===== src/hw/rtl/lfsa_pkg.sv =====
package lfsa_pkg;

   localparam int DEFAULT_SLOTS = 256;
   // slot numbers are 8 bits wide, so no pool holds more than this
   localparam int MAX_POOL      = 256;
   localparam int INDEX_W       = 8;
   localparam int COUNT_W       = 9;

   typedef enum logic {
      MODE_ALLOC   = 1'b0,
      MODE_RELEASE = 1'b1
   } mode_type;

   typedef enum logic [1:0] {
      ST_OK           = 2'd0,
      ST_NO_FREE      = 2'd1,
      ST_RANGE        = 2'd2,
      ST_ALREADY_FREE = 2'd3
   } status_type;

   typedef struct packed {
      mode_type             mode;
      logic [INDEX_W-1:0]   slot_index;
   } req_type;

   typedef struct packed {
      status_type           status;
      logic [INDEX_W-1:0]   granted_index;
      logic [COUNT_W-1:0]   free_count;
   } rsp_type;

endpackage


===== src/hw/rtl/lifo_free_slot_allocator_unit.sv =====
// Free-slot allocator: hands out and takes back slot numbers from a pool kept
// as a last-in first-out stack of free slots.
// Request channel: drive req_data and raise start; the word is taken at the
// clock edge where start is high and busy is low. mode allocate pops the most
// recently freed slot, mode release pushes slot_index back after checking
// that it lies below the slot count and is currently taken.
// Response channel: rsp_strobe is high for exactly one cycle with rsp_data,
// in the cycle after busy, registered from the update made while busy. The
// receiver cannot stall; every response must be taken in its cycle.
// A new request is not taken until the last one is done: the stack memory's
// registered read is followed by the update/write-back, while busy is high.
// csr_write_enable loads the slot count (capped at the pool size) and rebuilds
// the pool so slots come out as 0, 1, 2 and so on, all free; write it only
// while idle. Reset does the same with the full pool. No clearing pass is
// needed: stack entries below the lowest depth reached since the rebuild are
// generated and slots not yet handed out since then read as free, so the
// block is ready in the cycle after reset.
module lifo_free_slot_allocator_unit #(
   parameter int SLOTS = lfsa_pkg::DEFAULT_SLOTS
) (
   input  logic                          clock,
   input  logic                          reset,
   input  logic                          start,
   output logic                          busy,
   input  lfsa_pkg::req_type             req_data,
   output logic                          rsp_strobe,
   output lfsa_pkg::rsp_type             rsp_data,
   input  logic                          csr_write_enable,
   input  logic [lfsa_pkg::COUNT_W-1:0]  csr_write_data
);
   import lfsa_pkg::*;

   localparam int Depth = (SLOTS < MAX_POOL) ? SLOTS : MAX_POOL;
   localparam int AW    = $clog2(Depth);
   localparam int CW    = $clog2(Depth + 1);

   logic          busy_ff, busy_in;
   logic          rsp_strobe_ff, rsp_strobe_in;
   req_type       req_ff, req_in;
   rsp_type       rsp_ff, rsp_in;
   logic [CW-1:0] count_ff, count_in;
   logic [CW-1:0] top_ff, top_in;
   logic [CW-1:0] mark_ff, mark_in;

   logic          accept;
   logic [CW-1:0] csr_count;
   logic [CW-1:0] top_m1;
   logic          ram_rd_en;
   logic [AW-1:0] ram_rd_data;
   logic          ram_wr_en;
   logic          flag_rd_value;
   logic          flag_wr_en;
   logic [AW-1:0] flag_wr_addr;
   logic          flag_wr_value;
   logic [AW-1:0] stack_val;
   logic          pop_ok;
   logic          in_range;
   logic          reached;
   logic          push_ok;
   status_type    status;

   assign accept    = start && !busy_ff;
   assign csr_count = (csr_write_data > COUNT_W'(Depth)) ? CW'(Depth)
                                                         : csr_write_data[CW-1:0];
   assign top_m1    = top_ff - CW'(1);
   assign ram_rd_en = accept;

   // entries below the low-water mark were never popped since the rebuild
   assign stack_val = (top_m1 < mark_ff) ? AW'(count_ff - CW'(1) - top_m1)
                                         : ram_rd_data;

   // slots below count minus mark have been handed out since the rebuild,
   // so only their flags are current; all others are free
   assign reached  = COUNT_W'(req_ff.slot_index) < COUNT_W'(count_ff - mark_ff);

   assign pop_ok   = (req_ff.mode == MODE_ALLOC) && (top_ff != '0);
   assign in_range = COUNT_W'(req_ff.slot_index) < COUNT_W'(count_ff);
   assign push_ok  = (req_ff.mode == MODE_RELEASE) && in_range && reached
                     && flag_rd_value && (top_ff < CW'(Depth));
   assign ram_wr_en = busy_ff && push_ok;

   always_comb begin
      priority if (req_ff.mode == MODE_ALLOC) begin
         status = pop_ok ? ST_OK : ST_NO_FREE;
      end else if (!in_range) begin
         status = ST_RANGE;
      end else if (!push_ok) begin
         status = ST_ALREADY_FREE;
      end else begin
         status = ST_OK;
      end
   end

   always_comb begin
      flag_wr_en    = 1'b0;
      flag_wr_addr  = stack_val;
      flag_wr_value = 1'b1;
      if (busy_ff && pop_ok) begin
         flag_wr_en = 1'b1;
      end else if (busy_ff && push_ok) begin
         flag_wr_en    = 1'b1;
         flag_wr_addr  = req_ff.slot_index[AW-1:0];
         flag_wr_value = 1'b0;
      end
   end

   always_comb begin
      busy_in       = busy_ff;
      rsp_strobe_in = busy_ff;
      req_in        = req_ff;
      rsp_in        = rsp_ff;
      count_in      = count_ff;
      top_in        = top_ff;
      mark_in       = mark_ff;
      if (reset) begin
         busy_in       = 1'b0;
         rsp_strobe_in = 1'b0;
         count_in      = CW'(Depth);
         top_in        = CW'(Depth);
         mark_in       = CW'(Depth);
      end else if (csr_write_enable) begin
         count_in = csr_count;
         top_in   = csr_count;
         mark_in  = csr_count;
      end else if (busy_ff) begin
         busy_in = 1'b0;
         if (pop_ok) begin
            top_in = top_m1;
            if (top_m1 < mark_ff) begin
               mark_in = top_m1;
            end
         end else if (push_ok) begin
            top_in = top_ff + CW'(1);
         end
         rsp_in.status        = status;
         rsp_in.granted_index = pop_ok ? INDEX_W'(stack_val) : '0;
         rsp_in.free_count    = COUNT_W'(top_in);
      end else if (accept) begin
         busy_in = 1'b1;
         req_in  = req_data;
      end
   end

   always_ff @(posedge clock) begin
      busy_ff       <= busy_in;
      rsp_strobe_ff <= rsp_strobe_in;
      count_ff      <= count_in;
      top_ff        <= top_in;
      mark_ff       <= mark_in;
   end

   always_ff @(posedge clock) begin
      req_ff <= req_in;
      rsp_ff <= rsp_in;
   end

   lfsa_stack_ram #(
      .DEPTH (Depth),
      .WIDTH (AW)
   ) u_stack (
      .clock   (clock),
      .wr_en   (ram_wr_en),
      .wr_addr (top_ff[AW-1:0]),
      .wr_data (req_ff.slot_index[AW-1:0]),
      .rd_en   (ram_rd_en),
      .rd_addr (top_m1[AW-1:0]),
      .rd_data (ram_rd_data)
   );

   lfsa_taken_flags #(
      .DEPTH (Depth)
   ) u_taken (
      .clock    (clock),
      .wr_en    (flag_wr_en),
      .wr_addr  (flag_wr_addr),
      .wr_value (flag_wr_value),
      .rd_en    (accept),
      .rd_addr  (req_data.slot_index[AW-1:0]),
      .rd_value (flag_rd_value)
   );

   assign busy       = busy_ff;
   assign rsp_strobe = rsp_strobe_ff;
   assign rsp_data   = rsp_ff;

   a_top_le_count: assert property (@(posedge clock) disable iff (reset)
      top_ff <= count_ff) else $error("stack top above slot count");

   a_mark_le_top: assert property (@(posedge clock) disable iff (reset)
      mark_ff <= top_ff) else $error("low-water mark above stack top");

   a_busy_one_cycle: assert property (@(posedge clock) disable iff (reset)
      busy_ff |=> !busy_ff) else $error("busy held longer than one cycle");

   a_rsp_follows_busy: assert property (@(posedge clock) disable iff (reset)
      busy_ff |=> rsp_strobe_ff) else $error("missing response strobe");

endmodule


===== src/hw/rtl/lfsa_stack_ram.sv =====
module lfsa_stack_ram #(
   parameter int DEPTH = lfsa_pkg::DEFAULT_SLOTS,
   parameter int WIDTH = lfsa_pkg::INDEX_W
) (
   input  logic                     clock,
   input  logic                     wr_en,
   input  logic [$clog2(DEPTH)-1:0] wr_addr,
   input  logic [WIDTH-1:0]         wr_data,
   input  logic                     rd_en,
   input  logic [$clog2(DEPTH)-1:0] rd_addr,
   output logic [WIDTH-1:0]         rd_data
);
   import lfsa_pkg::*;

   logic [WIDTH-1:0] mem_ff [DEPTH];
   logic [WIDTH-1:0] rd_data_ff;

   always_ff @(posedge clock) begin
      if (wr_en) begin
         mem_ff[wr_addr] <= wr_data;
      end
   end

   always_ff @(posedge clock) begin
      if (rd_en) begin
         rd_data_ff <= mem_ff[rd_addr];
      end
   end

   assign rd_data = rd_data_ff;

endmodule


===== src/hw/rtl/lfsa_taken_flags.sv =====
module lfsa_taken_flags #(
   parameter int DEPTH = lfsa_pkg::DEFAULT_SLOTS
) (
   input  logic                     clock,
   input  logic                     wr_en,
   input  logic [$clog2(DEPTH)-1:0] wr_addr,
   input  logic                     wr_value,
   input  logic                     rd_en,
   input  logic [$clog2(DEPTH)-1:0] rd_addr,
   output logic                     rd_value
);
   import lfsa_pkg::*;

   logic flags_ff [DEPTH];
   logic rd_value_ff;

   always_ff @(posedge clock) begin
      if (wr_en) begin
         flags_ff[wr_addr] <= wr_value;
      end
   end

   always_ff @(posedge clock) begin
      if (rd_en) begin
         rd_value_ff <= flags_ff[rd_addr];
      end
   end

   assign rd_value = rd_value_ff;

endmodule

===== config.mk =====
export PLATFORM = sky130hd
export DESIGN_NAME = lifo_free_slot_allocator_unit
export DESIGN_NICKNAME = d
export VERILOG_FILES = /design/src/hw/rtl/lfsa_pkg.sv /design/src/hw/rtl/lifo_free_slot_allocator_unit.sv /design/src/hw/rtl/lfsa_stack_ram.sv /design/src/hw/rtl/lfsa_taken_flags.sv
export SDC_FILE = /design/constraint.sdc
export NUM_CORES = 2
export LEC_CHECK = 0
export BUFFER_PORTS_ARGS = -buffer_cell sky130_fd_sc_hd__buf_4
export CELL_PAD_IN_SITES_DETAIL_PLACEMENT = 1
export CELL_PAD_IN_SITES_GLOBAL_PLACEMENT = 1
export CORE_AREA = 2 2 526 528
export DETAILED_ROUTE_END_ITERATION = 7
export DIE_AREA = 0 0 528 530
export GPL_TIMING_DRIVEN = 0
export MAX_ROUTING_LAYER = met4
export PLACE_DENSITY = 0.6
export SYNTH_ARGS = -nofsm -noshare
export SYNTH_HDL_FRONTEND = slang
export SYNTH_SLANG_ARGS = --single-unit

===== constraint.sdc =====
create_clock -name clock -period 17.95 [get_ports clock]
set_input_delay 3.59 -clock clock [delete_from_list [all_inputs] [get_ports clock]]
set_output_delay 3.59 -clock clock [all_outputs]
set_load 0.005 [all_outputs]

==> results by group <==
Run status
  – Status: completed

Clock tree
  – CTS sink count: 2370
  – Post-CTS Hold Fix Bufs: 0
  – Clk buf depth: 4
  – Worst skew pair latency: ~0.9 ns
  – Clock root cell: clkbuf_16
  – Post-CTS setup buffer count: 0
  – CTS buffer count: between 200 and 250
  – H-tree depth: 4
  – CTS resizes: 0
  – CTS clock-pin slew for the worst setup and hold paths: around 0.06 ns
  – CTS tree: built

Global routing
  – Largest net degree at the start of global routing: approximately 220
  – Total GRT Usage: 0.2125
  – Global-route wire length before repair: a little over 400000 um
  – Initial antenna violation count: 10
  – GRT Residual Overflow: 0
  – Vias in the first global route: 53997

Setup path
  – Crit path buf inv count: 11
  – Crit path DAT: approximately 10 ns
  – Critical path origin: top_ff[0]
  – CP endpoint kind: flop
  – Worst path cell trace: buf_2, buf_2, buf_2, buf_2, inv_1, ha_1, xor2_2, clkbuf_1, buf_1, clkbuf_1, ha_1, a211o_1, a31oi_1, o211ai_1, nand2_1, buf_2, mux2i_1, inv_1, a22oi_1, clkbuf_1, nor2_1
  – Worst reg2reg path startpoint: top_ff[0]
  – Element type at the critical path start: flop
  – Worst EP required: between 15 and 20 ns
  – Worst setup path category: reg2reg
  – Worst Path Max Fanout: 10
  – CP most frequent cell: buf_2
  – Worst path slowest cell: clkbuf_1
  – CP top delay family: buffers and inverters
  – Slowest stage delay, CP: a little under 0.9 ns

Cells and area
  – Area Overhead vs Synth: 16.31%
  – Final nets: 5714
  – Final core occ: 0.4042
  – Fin area: about 110000 um2
  – Multi-input gate area: roughly 23000 um2
  – Reg area: 70880 um2
  – Fillers: between 20000 and 30000
  – Layout cells sized above 1: 0.2174

Detailed routing
  – Via/cell ratio: around 5.5
  – DRC violations left: 0
  – Total wire length: 291900 um
  – Final ANT Viol Nets: 0
  – Total number of vias: 52353
  – Initial DRT Pass Iterations: 8
  – Drt wl/cell: roughly 31 um
  – Drt initial violations: around 5700

Synthesis
  – Warnings, synthesis: 0
  – Leading area contributor after synthesis: edfxtp_1
  – Mapped cell area: approximately 95000 um2
  – Ys async rst share: 0
  – Post-Synth Simple-Gate Area: 0.06306
  – Post-synth cell types: between 70 and 80
  – Mux share of post-synthesis cell area: 0.1420
  – Xor/xnor share of the synthesized area: 0.002345
  – Top cells by count, synth: 2341 x edfxtp_1, 643 x nand2_1, 594 x mux4_2
  – Prevailing post-synth register cell: edfxtp_1
  – Top-count cell post-synth: edfxtp_1
  – Syn_nets: around 5300
  – Dominant combinational cell family by area after synthesis: multiplexers
  – Sequential cell area fraction in the yosys report: 0.7422
  – Share of the synthesized area in the top cell type: 0.7361
  – Adder-cell area share of the yosys netlist: 0.005922
  – Compound-gate portion of the synthesized area: 0.02826
  – Synth area leaders: edfxtp_1 74%, mux4_2 14%, nand2_1 2.5%, nor2_1 2.1%, clkbuf_1 0.77%
  – Post-Syn Area per Cell: 18.26 um2
  – Post-Syn Instances: 5229
  – Post-synth EDFFs: approximately 2300
  – Seq cells post-synth: around 2400

Placed design
  – Number of I/O port buffers: 40
  – Dpl cell area: a little over 100000 um2
  – Dpl ws: between 7 and 8 ns
  – GP Congestion: 0.9584
  – Final HPWL DP: ~200000 um

Timing
  – Final WS setup: around 8.2 ns
  – Tcrit/Tclk final: 0.5404
  – Slew @ Worst Pin: between 1 and 1.5 ns
  – Crit path time final: a little under 10 ns
  – Max Clk Rate: between 100 and 150 MHz
  – Final setup violation count: 0
  – RSZ-0062 raised after global routing: no
  – Relative slew slack: 0.03108
  – Final max-slew violation count: 0
  – Final hold viol count: 0
  – Final Skew: about 0.095 ns
  – Setup TNS Final: 0 ns

Power and ir drop
  – Max rail drop VDD: roughly 89 uV
  – Power per cell area: ~110 nW/um2
  – Leakage: between 30 and 40 nW

Floorplanning
  – Die area: about 280000 um2
  – Core Box Area: 274800 um2
  – Row cnt: 193
  – Starting Density: 0.3475
  – # IOs: between 40 and 50
  – Die width: 528 um
  – Chip height: 530 um

Worst hold path
  – Worst min-delay path startpoint: mark_ff[4]
  – Worst min path class: reg2reg

Job
  – Max_cap viols: 0
flip-flops by register name, summed over array words and instances (netlist names), 8 cells and up:
register,cells
u_taken.flags_ff,256
rsp_data,19
u_stack.rd_data,8
count_ff,9
u_stack.mem_ff,2048
req_ff,9
top_ff,9
mark_ff,9
power breakdown:
part / leakage (nW) / internal [W] / switching, W / total, W
Combinational: 9.43 / 0.000485 / 0.00104 / 0.00152
Sequential: 22.0 / 0.00605 / 0.0000152 / 0.00606
Clock: 3.77 / 0.00287 / 0.00217 / 0.00504
Total: 35.2 / 0.00940 / 0.00323 / 0.0126
layer usage:
layer  track usage  part of all wire  vias to the layer above
li1              -                 -                    21640
met1        0.2831              0.42                    28318
met2        0.3294              0.47                     1949
met3       0.04296             0.075                      446
met4       0.06294             0.030                        0
met5             -                 0                        -
through the flow:
stage                     power, W  instances  hold slack [ns]
after floorplan           0.007015       5229           0.4618
after detailed placement  0.007673       9004           0.5280
after CTS                  0.01268       9444           0.5428
final                      0.01263       9450           0.5417
after global routing       0.01295       9449           0.5818
after global placement    0.007639       8876           0.5097
final timing paths:
| check | to | slack (ns) | cells after the start |
|---|---|---|---|
| worst min register to register | mark_ff[4] | 0.54 | 2 |
| worst min-delay path | mark_ff[4] | 0.54 | 2 |
| worst max register to register | u_taken.flags_ff[24] | 8.25 | 21 |
| worst max-delay path | u_taken.flags_ff[24] | 8.25 | 21 |
worst min-delay path, delay by kind of cell (launching register included):
kind	cells	cell delay [ns]
flip-flops	1	0.33
AND/OR/NAND/NOR	2	0.16
final cells by class:
cell class | instances | area share
Sequential cell | 2370 | 0.6381
Multi-Input combinational cell | 2493 | 0.2097
Clock buffer | 307 | 0.05842
Tap cell | 3607 | 0.04063
Timing Repair Buffer | 169 | 0.02763
Buffer | 324 | 0.01270
Clock inverter | 133 | 0.01122
Inverter | 42 | 0.001487
Antenna cell | 5 | 0.0001126
placed cells by master, fill, tap and decap left out, types with 8 or more instances in the layout:
master	n
edfxtp_1	2341
nand2_1	643
mux4_2	594
nor2_1	527
clkbuf_16	249
clkbuf_1	237
nand3_1	95
buf_16	84
o21ai_0	80
buf_4	78
buf_2	76
and3_1	67
a31oi_1	67
clkinv_1	57
a21oi_1	42
ha_1	42
inv_1	40
clkinv_2	40
buf_1	37
a22oi_1	33
nor4_2	30
dfxtp_1	29
nor3_1	26
o221ai_1	25
bufinv_16	23
a221oi_1	18
nand2b_1	17
o22ai_1	16
nor2b_1	15
a21o_1	14
xnor2_1	13
clkbuf_2	13
mux2i_1	12
buf_8	12
a2bb2oi_4	9
buf_6	8
clkinvlp_4	8
kinds of logic (layout without fill, tap and decap cells):
logic type      Yosys count  count (layout)
flops                  2370            2370
simple gates           1449            1449
mux                     611             611
buf+inv                 366             975
compound gates          365             365
fa+ha+maj                44              44
xor+xnor                 24              24
other cells               0               5
(Power assumes the default switching activity.)
